<file path="config.mk">
export PLATFORM = sky130hd
export DESIGN_NAME = integer_to_ascii_formatter
export DESIGN_NICKNAME = d
export VERILOG_FILES = /design/src/rtl/itoa_pkg.sv /design/src/rtl/itoa_digit_unit.sv /design/src/rtl/integer_to_ascii_formatter.sv
export SDC_FILE = /design/constraint.sdc
export NUM_CORES = 1
export LEC_CHECK = 0
export BUFFER_PORTS_ARGS = -buffer_cell sky130_fd_sc_hd__buf_2
export CORE_ASPECT_RATIO = 1.25
export CORE_MARGIN = 2
export CORE_UTILIZATION = 45
export DETAILED_ROUTE_END_ITERATION = 12
export PLACE_DENSITY = 0.68
export SYNTH_ARGS = -nofsm -noshare
export SYNTH_HDL_FRONTEND = slang
export SYNTH_SLANG_ARGS = --single-unit
</file>
<file path="constraint.sdc">
create_clock -name clk -period 6.6 [get_ports clk]
set_input_delay 0.33 -clock clk [delete_from_list [all_inputs] [get_ports clk]]
set_output_delay 0.33 -clock clk [all_outputs]
set_load 0.02 [all_outputs]
</file>
<file path="src/rtl/itoa_pkg.sv">
// Shared types, constants and helpers of the integer to ASCII formatter.
package itoa_pkg;

    localparam int DIGIT_CHARS = 22;
    localparam int DIG_IDX_W   = $clog2(DIGIT_CHARS);
    localparam int VALUE_W     = 64;
    localparam int STEP_W      = $clog2(VALUE_W);
    localparam int CFG_IDX_W   = 2;
    localparam int CFG_DATA_W  = 8;

    localparam logic [CFG_IDX_W-1:0] CFG_FORMAT_FLAGS = 2'd0;
    localparam logic [CFG_IDX_W-1:0] CFG_PAD_WIDTH    = 2'd1;
    localparam logic [CFG_IDX_W-1:0] CFG_FILL_CHAR    = 2'd2;

    localparam logic [7:0] CHAR_ZERO    = 8'h30;
    localparam logic [7:0] CHAR_UPPER_A = 8'h41;
    localparam logic [7:0] CHAR_LOWER_A = 8'h61;
    localparam logic [7:0] CHAR_UPPER_X = 8'h58;
    localparam logic [7:0] CHAR_LOWER_X = 8'h78;
    localparam logic [7:0] CHAR_MINUS   = 8'h2d;
    localparam logic [7:0] CHAR_PLUS    = 8'h2b;
    localparam logic [7:0] FILL_RESET   = 8'h20;

    typedef struct packed {
        logic [VALUE_W-1:0] raw_value;
        logic               is_signed;
    } in_word_t;

    typedef struct packed {
        logic [7:0] out_char;
        logic       last_char;
    } out_word_t;

    typedef enum logic [1:0] {
        BASE_DEC = 2'd0,
        BASE_HEX = 2'd1,
        BASE_OCT = 2'd2
    } base_t;

    typedef struct packed {
        logic  load;
        logic  step;
        base_t base;
    } dig_ctl_t;

    typedef logic [DIGIT_CHARS-1:0][3:0] digit_store_t;

    function automatic logic [7:0] digit_glyph(input logic [3:0] d, input logic upper);
        logic [7:0] letter_base;
        letter_base = upper ? CHAR_UPPER_A : CHAR_LOWER_A;
        if (d < 4'd10)
            digit_glyph = CHAR_ZERO + {4'b0, d};
        else
            digit_glyph = letter_base + {4'b0, d} - 8'd10;
    endfunction

endpackage

</file>
<file path="src/rtl/itoa_digit_unit.sv">
// Digit store: direct hex/octal load, shift-and-add-three for binary to decimal.
module itoa_digit_unit
    import itoa_pkg::*;
(
    input  logic               clk,
    input  dig_ctl_t           ctl,
    input  logic [VALUE_W-1:0] mag,
    output digit_store_t       digits
);

    localparam int OCT_W = 3 * DIGIT_CHARS;

    digit_store_t       digits_reg, digits_next;
    logic [VALUE_W-1:0] shift_reg, shift_next;
    digit_store_t       adj;
    logic [OCT_W-1:0]   oct_vec;

    assign oct_vec = OCT_W'(mag);

    always_comb
    begin
        for (int i = 0; i < DIGIT_CHARS; i++)
        begin
            adj[i] = (digits_reg[i] >= 4'd5) ? digits_reg[i] + 4'd3 : digits_reg[i];
        end
        digits_next = digits_reg;
        shift_next  = shift_reg;
        if (ctl.load)
        begin
            shift_next = mag;
            for (int i = 0; i < DIGIT_CHARS; i++)
            begin
                case (ctl.base)
                    BASE_HEX: digits_next[i] = (i < VALUE_W / 4) ? mag[(4 * i) % VALUE_W +: 4] : 4'd0;
                    BASE_OCT: digits_next[i] = {1'b0, oct_vec[3 * i +: 3]};
                    default:  digits_next[i] = 4'd0;
                endcase
            end
        end
        else if (ctl.step)
        begin
            shift_next = {shift_reg[VALUE_W-2:0], 1'b0};
            digits_next[0] = {adj[0][2:0], shift_reg[VALUE_W-1]};
            for (int i = 1; i < DIGIT_CHARS; i++)
            begin
                digits_next[i] = {adj[i][2:0], adj[i-1][3]};
            end
        end
    end

    always_ff @(posedge clk)
    begin
        digits_reg <= digits_next;
        shift_reg  <= shift_next;
    end

    assign digits = digits_reg;

endmodule

</file>
<file path="src/rtl/integer_to_ascii_formatter.sv">
// Top level of the integer to ASCII formatter: sequencer, settings and output word register.
// Hex and octal values go from the input word straight to the leading-zero scan of the digit
// store; decimal values first pass through shift-and-add-three. Characters then leave at one per
// cycle unless out_ready stalls, up to MAX_CHARS per value; no new word is taken meanwhile.
// Reset clears the settings to flags 0, width 0 and a space fill, and empties the output register.
module integer_to_ascii_formatter
    import itoa_pkg::*;
#(
    parameter int MAX_CHARS = 64
)
(
    input  logic                  clk,
    input  logic                  rst_n,
    input  logic                  in_valid,
    output logic                  in_ready,
    input  in_word_t              in_data,
    output logic                  out_valid,
    input  logic                  out_ready,
    output out_word_t             out_data,
    input  logic                  cfg_we,
    input  logic [CFG_IDX_W-1:0]  cfg_index,
    input  logic [CFG_DATA_W-1:0] cfg_data
);

    localparam int CNT_W = $clog2(MAX_CHARS + 1);

    typedef enum logic [9:0] {
        S_IDLE = 10'b0000000001,
        S_CONV = 10'b0000000010,
        S_SCAN = 10'b0000000100,
        S_LPAD = 10'b0000001000,
        S_SIGN = 10'b0000010000,
        S_PFX0 = 10'b0000100000,
        S_PFX1 = 10'b0001000000,
        S_IPAD = 10'b0010000000,
        S_DIG  = 10'b0100000000,
        S_TPAD = 10'b1000000000
    } state_t;

    state_t               state_reg, state_next;
    logic [6:0]           flags_reg, flags_next;
    logic [6:0]           width_reg, width_next;
    logic [7:0]           fill_reg, fill_next;
    logic                 neg_reg, neg_next;
    logic                 nz_reg, nz_next;
    logic [STEP_W-1:0]    step_reg, step_next;
    logic [DIG_IDX_W-1:0] idx_reg, idx_next;
    logic [CNT_W-1:0]     pad_reg, pad_next;
    logic [CNT_W-1:0]     rem_reg, rem_next;
    logic                 out_valid_reg, out_valid_next;
    out_word_t            out_data_reg, out_data_next;

    dig_ctl_t             dig_ctl;
    digit_store_t         digits;
    logic                 showpos, upper, hex_f, oct_f, left_f, internal_f, showbase;
    logic                 showsign, accept, emitting, fire;
    logic [1:0]           pre;
    logic [CNT_W-1:0]     width_sat, len_calc, pad_calc, total_calc, pad_now;
    logic                 has_lpad, has_ipad, has_tpad;
    state_t               after_pfx, after_sign, after_lpad, start_state;
    logic [VALUE_W-1:0]   in_mag;
    logic [7:0]           char_sel;

    itoa_digit_unit u_digits
    (
        .clk    (clk),
        .ctl    (dig_ctl),
        .mag    (in_mag),
        .digits (digits)
    );

    assign showpos    = flags_reg[0];
    assign upper      = flags_reg[1];
    assign hex_f      = flags_reg[2];
    assign oct_f      = !hex_f && flags_reg[3];
    assign left_f     = flags_reg[4];
    assign internal_f = flags_reg[5];
    assign showbase   = flags_reg[6];

    assign showsign = neg_reg || showpos;
    assign pre      = (showbase && hex_f) ? 2'd2 : ((showbase && oct_f && nz_reg) ? 2'd1 : 2'd0);

    assign in_ready = (state_reg == S_IDLE);
    assign accept   = in_valid && in_ready;
    assign in_mag   = (in_data.is_signed && in_data.raw_value[VALUE_W-1])
                      ? ~in_data.raw_value + VALUE_W'(1) : in_data.raw_value;

    assign width_sat  = (width_reg > 7'(MAX_CHARS)) ? CNT_W'(MAX_CHARS) : CNT_W'(width_reg);
    assign len_calc   = CNT_W'(idx_reg) + CNT_W'(1) + CNT_W'(pre) + CNT_W'(showsign);
    assign pad_calc   = (width_sat > len_calc) ? width_sat - len_calc : '0;
    assign total_calc = (width_sat > len_calc) ? width_sat : len_calc;
    assign pad_now    = (state_reg == S_SCAN) ? pad_calc : pad_reg;

    assign has_lpad = left_f && (pad_now != '0);
    assign has_ipad = !left_f && internal_f && (pad_now != '0);
    assign has_tpad = !left_f && !internal_f && (pad_now != '0);

    assign after_pfx   = has_ipad ? S_IPAD : S_DIG;
    assign after_sign  = (pre != 2'd0) ? S_PFX0 : after_pfx;
    assign after_lpad  = showsign ? S_SIGN : after_sign;
    assign start_state = has_lpad ? S_LPAD : after_lpad;

    assign emitting = (state_reg == S_LPAD) || (state_reg == S_SIGN) || (state_reg == S_PFX0)
                      || (state_reg == S_PFX1) || (state_reg == S_IPAD) || (state_reg == S_DIG)
                      || (state_reg == S_TPAD);
    assign fire     = emitting && (!out_valid_reg || out_ready);

    always_comb
    begin
        case (state_reg)
            S_SIGN:  char_sel = neg_reg ? CHAR_MINUS : CHAR_PLUS;
            S_PFX0:  char_sel = CHAR_ZERO;
            S_PFX1:  char_sel = upper ? CHAR_UPPER_X : CHAR_LOWER_X;
            S_DIG:   char_sel = digit_glyph(digits[idx_reg], upper);
            default: char_sel = fill_reg;
        endcase
    end

    always_comb
    begin
        flags_next     = flags_reg;
        width_next     = width_reg;
        fill_next      = fill_reg;
        state_next     = state_reg;
        neg_next       = neg_reg;
        nz_next        = nz_reg;
        step_next      = step_reg;
        idx_next       = idx_reg;
        pad_next       = pad_reg;
        rem_next       = rem_reg;
        out_data_next  = out_data_reg;
        out_valid_next = out_ready ? 1'b0 : out_valid_reg;
        dig_ctl.load   = 1'b0;
        dig_ctl.step   = 1'b0;
        dig_ctl.base   = hex_f ? BASE_HEX : (oct_f ? BASE_OCT : BASE_DEC);

        if (cfg_we)
        begin
            case (cfg_index)
                CFG_FORMAT_FLAGS: flags_next = cfg_data[6:0];
                CFG_PAD_WIDTH:    width_next = cfg_data[6:0];
                CFG_FILL_CHAR:    fill_next  = cfg_data;
                default:          ;
            endcase
        end

        if (fire)
        begin
            out_valid_next          = 1'b1;
            out_data_next.out_char  = char_sel;
            out_data_next.last_char = (rem_reg == CNT_W'(1));
            rem_next                = rem_reg - CNT_W'(1);
        end

        case (state_reg)
            S_IDLE:
            begin
                if (accept)
                begin
                    dig_ctl.load = 1'b1;
                    neg_next     = in_data.is_signed && in_data.raw_value[VALUE_W-1];
                    nz_next      = (in_data.raw_value != '0);
                    step_next    = '0;
                    idx_next     = DIG_IDX_W'(DIGIT_CHARS - 1);
                    state_next   = (hex_f || oct_f) ? S_SCAN : S_CONV;
                end
            end
            S_CONV:
            begin
                dig_ctl.step = 1'b1;
                step_next    = step_reg + STEP_W'(1);
                if (step_reg == STEP_W'(VALUE_W - 1))
                    state_next = S_SCAN;
            end
            S_SCAN:
            begin
                if ((idx_reg != '0) && (digits[idx_reg] == 4'd0))
                begin
                    idx_next = idx_reg - DIG_IDX_W'(1);
                end
                else
                begin
                    pad_next   = pad_calc;
                    rem_next   = total_calc;
                    state_next = start_state;
                end
            end
            S_LPAD:
            begin
                if (fire)
                begin
                    pad_next = pad_reg - CNT_W'(1);
                    if (pad_reg == CNT_W'(1))
                        state_next = after_lpad;
                end
            end
            S_SIGN:
            begin
                if (fire)
                    state_next = after_sign;
            end
            S_PFX0:
            begin
                if (fire)
                    state_next = (pre == 2'd2) ? S_PFX1 : after_pfx;
            end
            S_PFX1:
            begin
                if (fire)
                    state_next = after_pfx;
            end
            S_IPAD:
            begin
                if (fire)
                begin
                    pad_next = pad_reg - CNT_W'(1);
                    if (pad_reg == CNT_W'(1))
                        state_next = S_DIG;
                end
            end
            S_DIG:
            begin
                if (fire)
                begin
                    idx_next = idx_reg - DIG_IDX_W'(1);
                    if (idx_reg == '0)
                        state_next = has_tpad ? S_TPAD : S_IDLE;
                end
            end
            S_TPAD:
            begin
                if (fire)
                begin
                    pad_next = pad_reg - CNT_W'(1);
                    if (pad_reg == CNT_W'(1))
                        state_next = S_IDLE;
                end
            end
            default:
            begin
                state_next = S_IDLE;
            end
        endcase
    end

    always_ff @(posedge clk or negedge rst_n)
    begin
        if (!rst_n)
        begin
            state_reg     <= S_IDLE;
            flags_reg     <= 7'd0;
            width_reg     <= 7'd0;
            fill_reg      <= FILL_RESET;
            out_valid_reg <= 1'b0;
        end
        else
        begin
            state_reg     <= state_next;
            flags_reg     <= flags_next;
            width_reg     <= width_next;
            fill_reg      <= fill_next;
            out_valid_reg <= out_valid_next;
        end
    end

    always_ff @(posedge clk)
    begin
        neg_reg      <= neg_next;
        nz_reg       <= nz_next;
        step_reg     <= step_next;
        idx_reg      <= idx_next;
        pad_reg      <= pad_next;
        rem_reg      <= rem_next;
        out_data_reg <= out_data_next;
    end

    assign out_valid = out_valid_reg;
    assign out_data  = out_data_reg;

endmodule

</file>
==> results_dict.tcl <==
set metrics [dict create \
    synth.distinct_cells 87 \
    grt-ovfl-total 0 \
    largest_register_ffs 88 \
    grt_pass1_wl_mm 62.94 \
    detail-route-antenna-nets 0 \
    avgSynthCellArea_um2 9.648 \
    layout_min_cycle_time_ns 4.977 \
    path_buf_inv 3 \
    nets 1750 \
    crit_required_ns 7.07 \
    syn-num-nets 1692 \
    placed_area_um2 15710 \
    syn2layout_area_growth_pct 11.28 \
    arrival_ns 5.44 \
    synthArstFlopShare_pct 14.93 \
    critPathCaptureType "register" \
    grt_util_all_layers_pct 22.34 \
    fin_setup_tns_ns 0 \
    ys_ff_latch 221 \
    synth.most_common_cell "nand2_1" \
    hp-class "in -> reg" \
    sw_frac_of_total_pct 41.17 \
    dominantRegCellSynth "edfxtp_1" \
    start_util_pct 45.67 \
    yosys-top-cells-count "220 x nand2_1, 181 x edfxtp_1, 137 x a21oi_1, 102 x o21ai_0, 96 x nor2_1" \
    worst_setup_path_start_kind "register" \
    core_um2 32680 \
    die-area_um2 34650 \
    routed_wl_mm 39.69 \
    num_antenna_cells 0 \
    io_buffers 90 \
    setup_viol 0 \
    grt_pass1_vias 11760 \
    drv_slew 0 \
    p_leak_nw 6.374 \
    critPathMostFrequentCell "ha_1" \
    finalCritPeriodShare_pct 75.42 \
    rows 74 \
    ir_drop_mv 0.2762 \
    clockBufferDepth 3 \
    critPathMaxStageDelay_ns 0.60 \
    internal_power_mw 5.030 \
    report.final.hold_viol_count 0 \
    cts_root_buffer "clkbuf_16" \
    powerDensity_nw_per_um2 514.8 \
    io_pins 91 \
    comb_power_share_pct 47.0 \
    cp_top_family "simple AND/OR/NAND/NOR gates" \
    netlist.area_leader.share_pct 36.42 \
    yosysTopAreaCell "edfxtp_1" \
    fin_hold_ws_ns 0.02908 \
    grt_antenna_before_repair 0 \
    outcome "finished, final reports clean" \
    worstMarginPinSlew_ns 1.073 \
    synth_edf_count 181 \
    fin_total_pwr_mw 8.550 \
    r2r_slack_ns 1.62 \
    ys.warnings.count 0 \
    clkSinkCount 221 \
    drive_above_1_share_pct 13.92 \
    seqPwrFrac_pct 35.7 \
    die_w_um 166.9 \
    pwr-share-clk_pct 17.4 \
    ys_seq_area_share_pct 42.90 \
    synth_area_leaders "edfxtp_1 36%, nand2_1 5.5%, ha_1 5.3%" \
    vias 12280 \
    drt_iter0_markers 1043 \
    fin_worst_skew_ns 0.01162 \
    ctsResizeCount 0 \
    fillers 2985 \
    final_area_um2 16610 \
    htreeDepth 1 \
    worst_path_max_delay_cell "and3_1" \
    post-cts-setup-buffers 0 \
    drt_first_pass_iters 7 \
    numCtsBuffers 25 \
    vias_per_cell 6.015 \
    rsz0062_at_grt "false" \
    drv_cap 0 \
    drc_errors 0 \
    syn_inst 1547 \
    grt_max_degree 153 \
    path_max_fanout 26 \
    postCtsHoldBufs 1 \
    fmax_mhz 200.9 \
    slew_headroom_pct 28.32 \
    criticalPathCategory "reg -> reg" \
    hpwl_mm 28.67 \
    clk_latency_ns 0.54 \
    cts_tree "done" \
    switchingPower_mw 3.520 \
    clk_pin_slew_worst_paths_ns 0.06 \
    utilization_pct 50.82 \
    wl_per_cell_um 19.44 \
    place_congestion 0.8779 \
    die_h_um 207.6 \
    crit_chain "nor2b_2, buf_4, nand3_1, ha_1, inv_1, ha_1, fa_1, inv_1, ha_1, nor2b_1, o221ai_1, o2111ai_1, and3_1, a21oi_1, or4_1, a221o_1" \
    syn_area_um2 14930 \
]
[per-layer routing]
metal / GRT usage, % / vias up / wire, um
met5: 0 / - / 0
met2: 38.29 / 493 / 19160
li1: - / 5799 / -
met3: 2.307 / 74 / 2642
met1: 29.65 / 5916 / 16740
met4: 7.313 / 0 / 1150
[cell usage in the layout, fill, tap and decap left out, types with 27 or more instances in the layout]
cell type and instances:
buf_2 90, nand3_1 27, a21oi_1 137, nor3b_1 34, xor2_1 39, mux2i_1 29
clkbuf_16 29, edfxtp_1 181, ha_1 63, o21ai_0 102, nor2_1 96, nand2_1 218
xnor2_1 71, nand2b_1 29, inv_1 71, dfrtp_1 31
[power groups by stage]
| stage | Combinational (mW) | Clock (mW) | Sequential, mW |
|---|---|---|---|
| global route | 4.48 | 1.56 | 3.13 |
| finish | 4.02 | 1.48 | 3.05 |
| detailed placement | 3.97 | 0 | 3.06 |
| floorplan | 3.10 | 0 | 2.95 |
| global placement | 3.87 | 0 | 3.04 |
| CTS | 4.00 | 1.51 | 3.04 |
[layout make-up]
class	count	area, um2	area share (%)
Clock buffer	36	792.0	4.768
Clock inverter	10	95.09	0.5725
Inverter	73	274.0	1.650
Multi-Input combinational cell	1182	7966	47.96
Sequential cell	221	6404	38.55
Tap cell	418	523.0	3.149
Timing Repair Buffer	102	555.5	3.345
[path summary, 6_finish.rpt]
check                             start      endpoint  cells after the start
setup / recovery           flags_reg[3]  state_reg[0]                     16
hold / removal              cfg_data[7]   fill_reg[7]                      2
setup reg to reg           flags_reg[3]  state_reg[0]                     16
hold reg to reg             fill_reg[7]   fill_reg[7]                      1
max in group asynchronous         rst_n  width_reg[0]                      2
min in group asynchronous         rst_n     out_valid                      2
[kinds of logic after synthesis]
group	count (synthesis)	share of synthesized area (%)
buffers and inverters	144	3.839
and+or+nand+nor	545	18.55
AOI/OAI and AO/OA	389	16.12
xor gates and xnor gates	111	6.564
DFF	221	42.90
adders and majority gates	65	5.550
muxes	72	6.472
[per-stage QoR]
step / cells / worst slack, ns
after CTS: 2042 / 1.640
after floorplan: 1547 / 0.9427
after global routing: 2042 / 1.251
after detailed placement: 1995 / 1.658
final: 2042 / 1.623
after global placement: 1995 / 1.759
No activity file was read; power rests on OpenSTA's default activity.
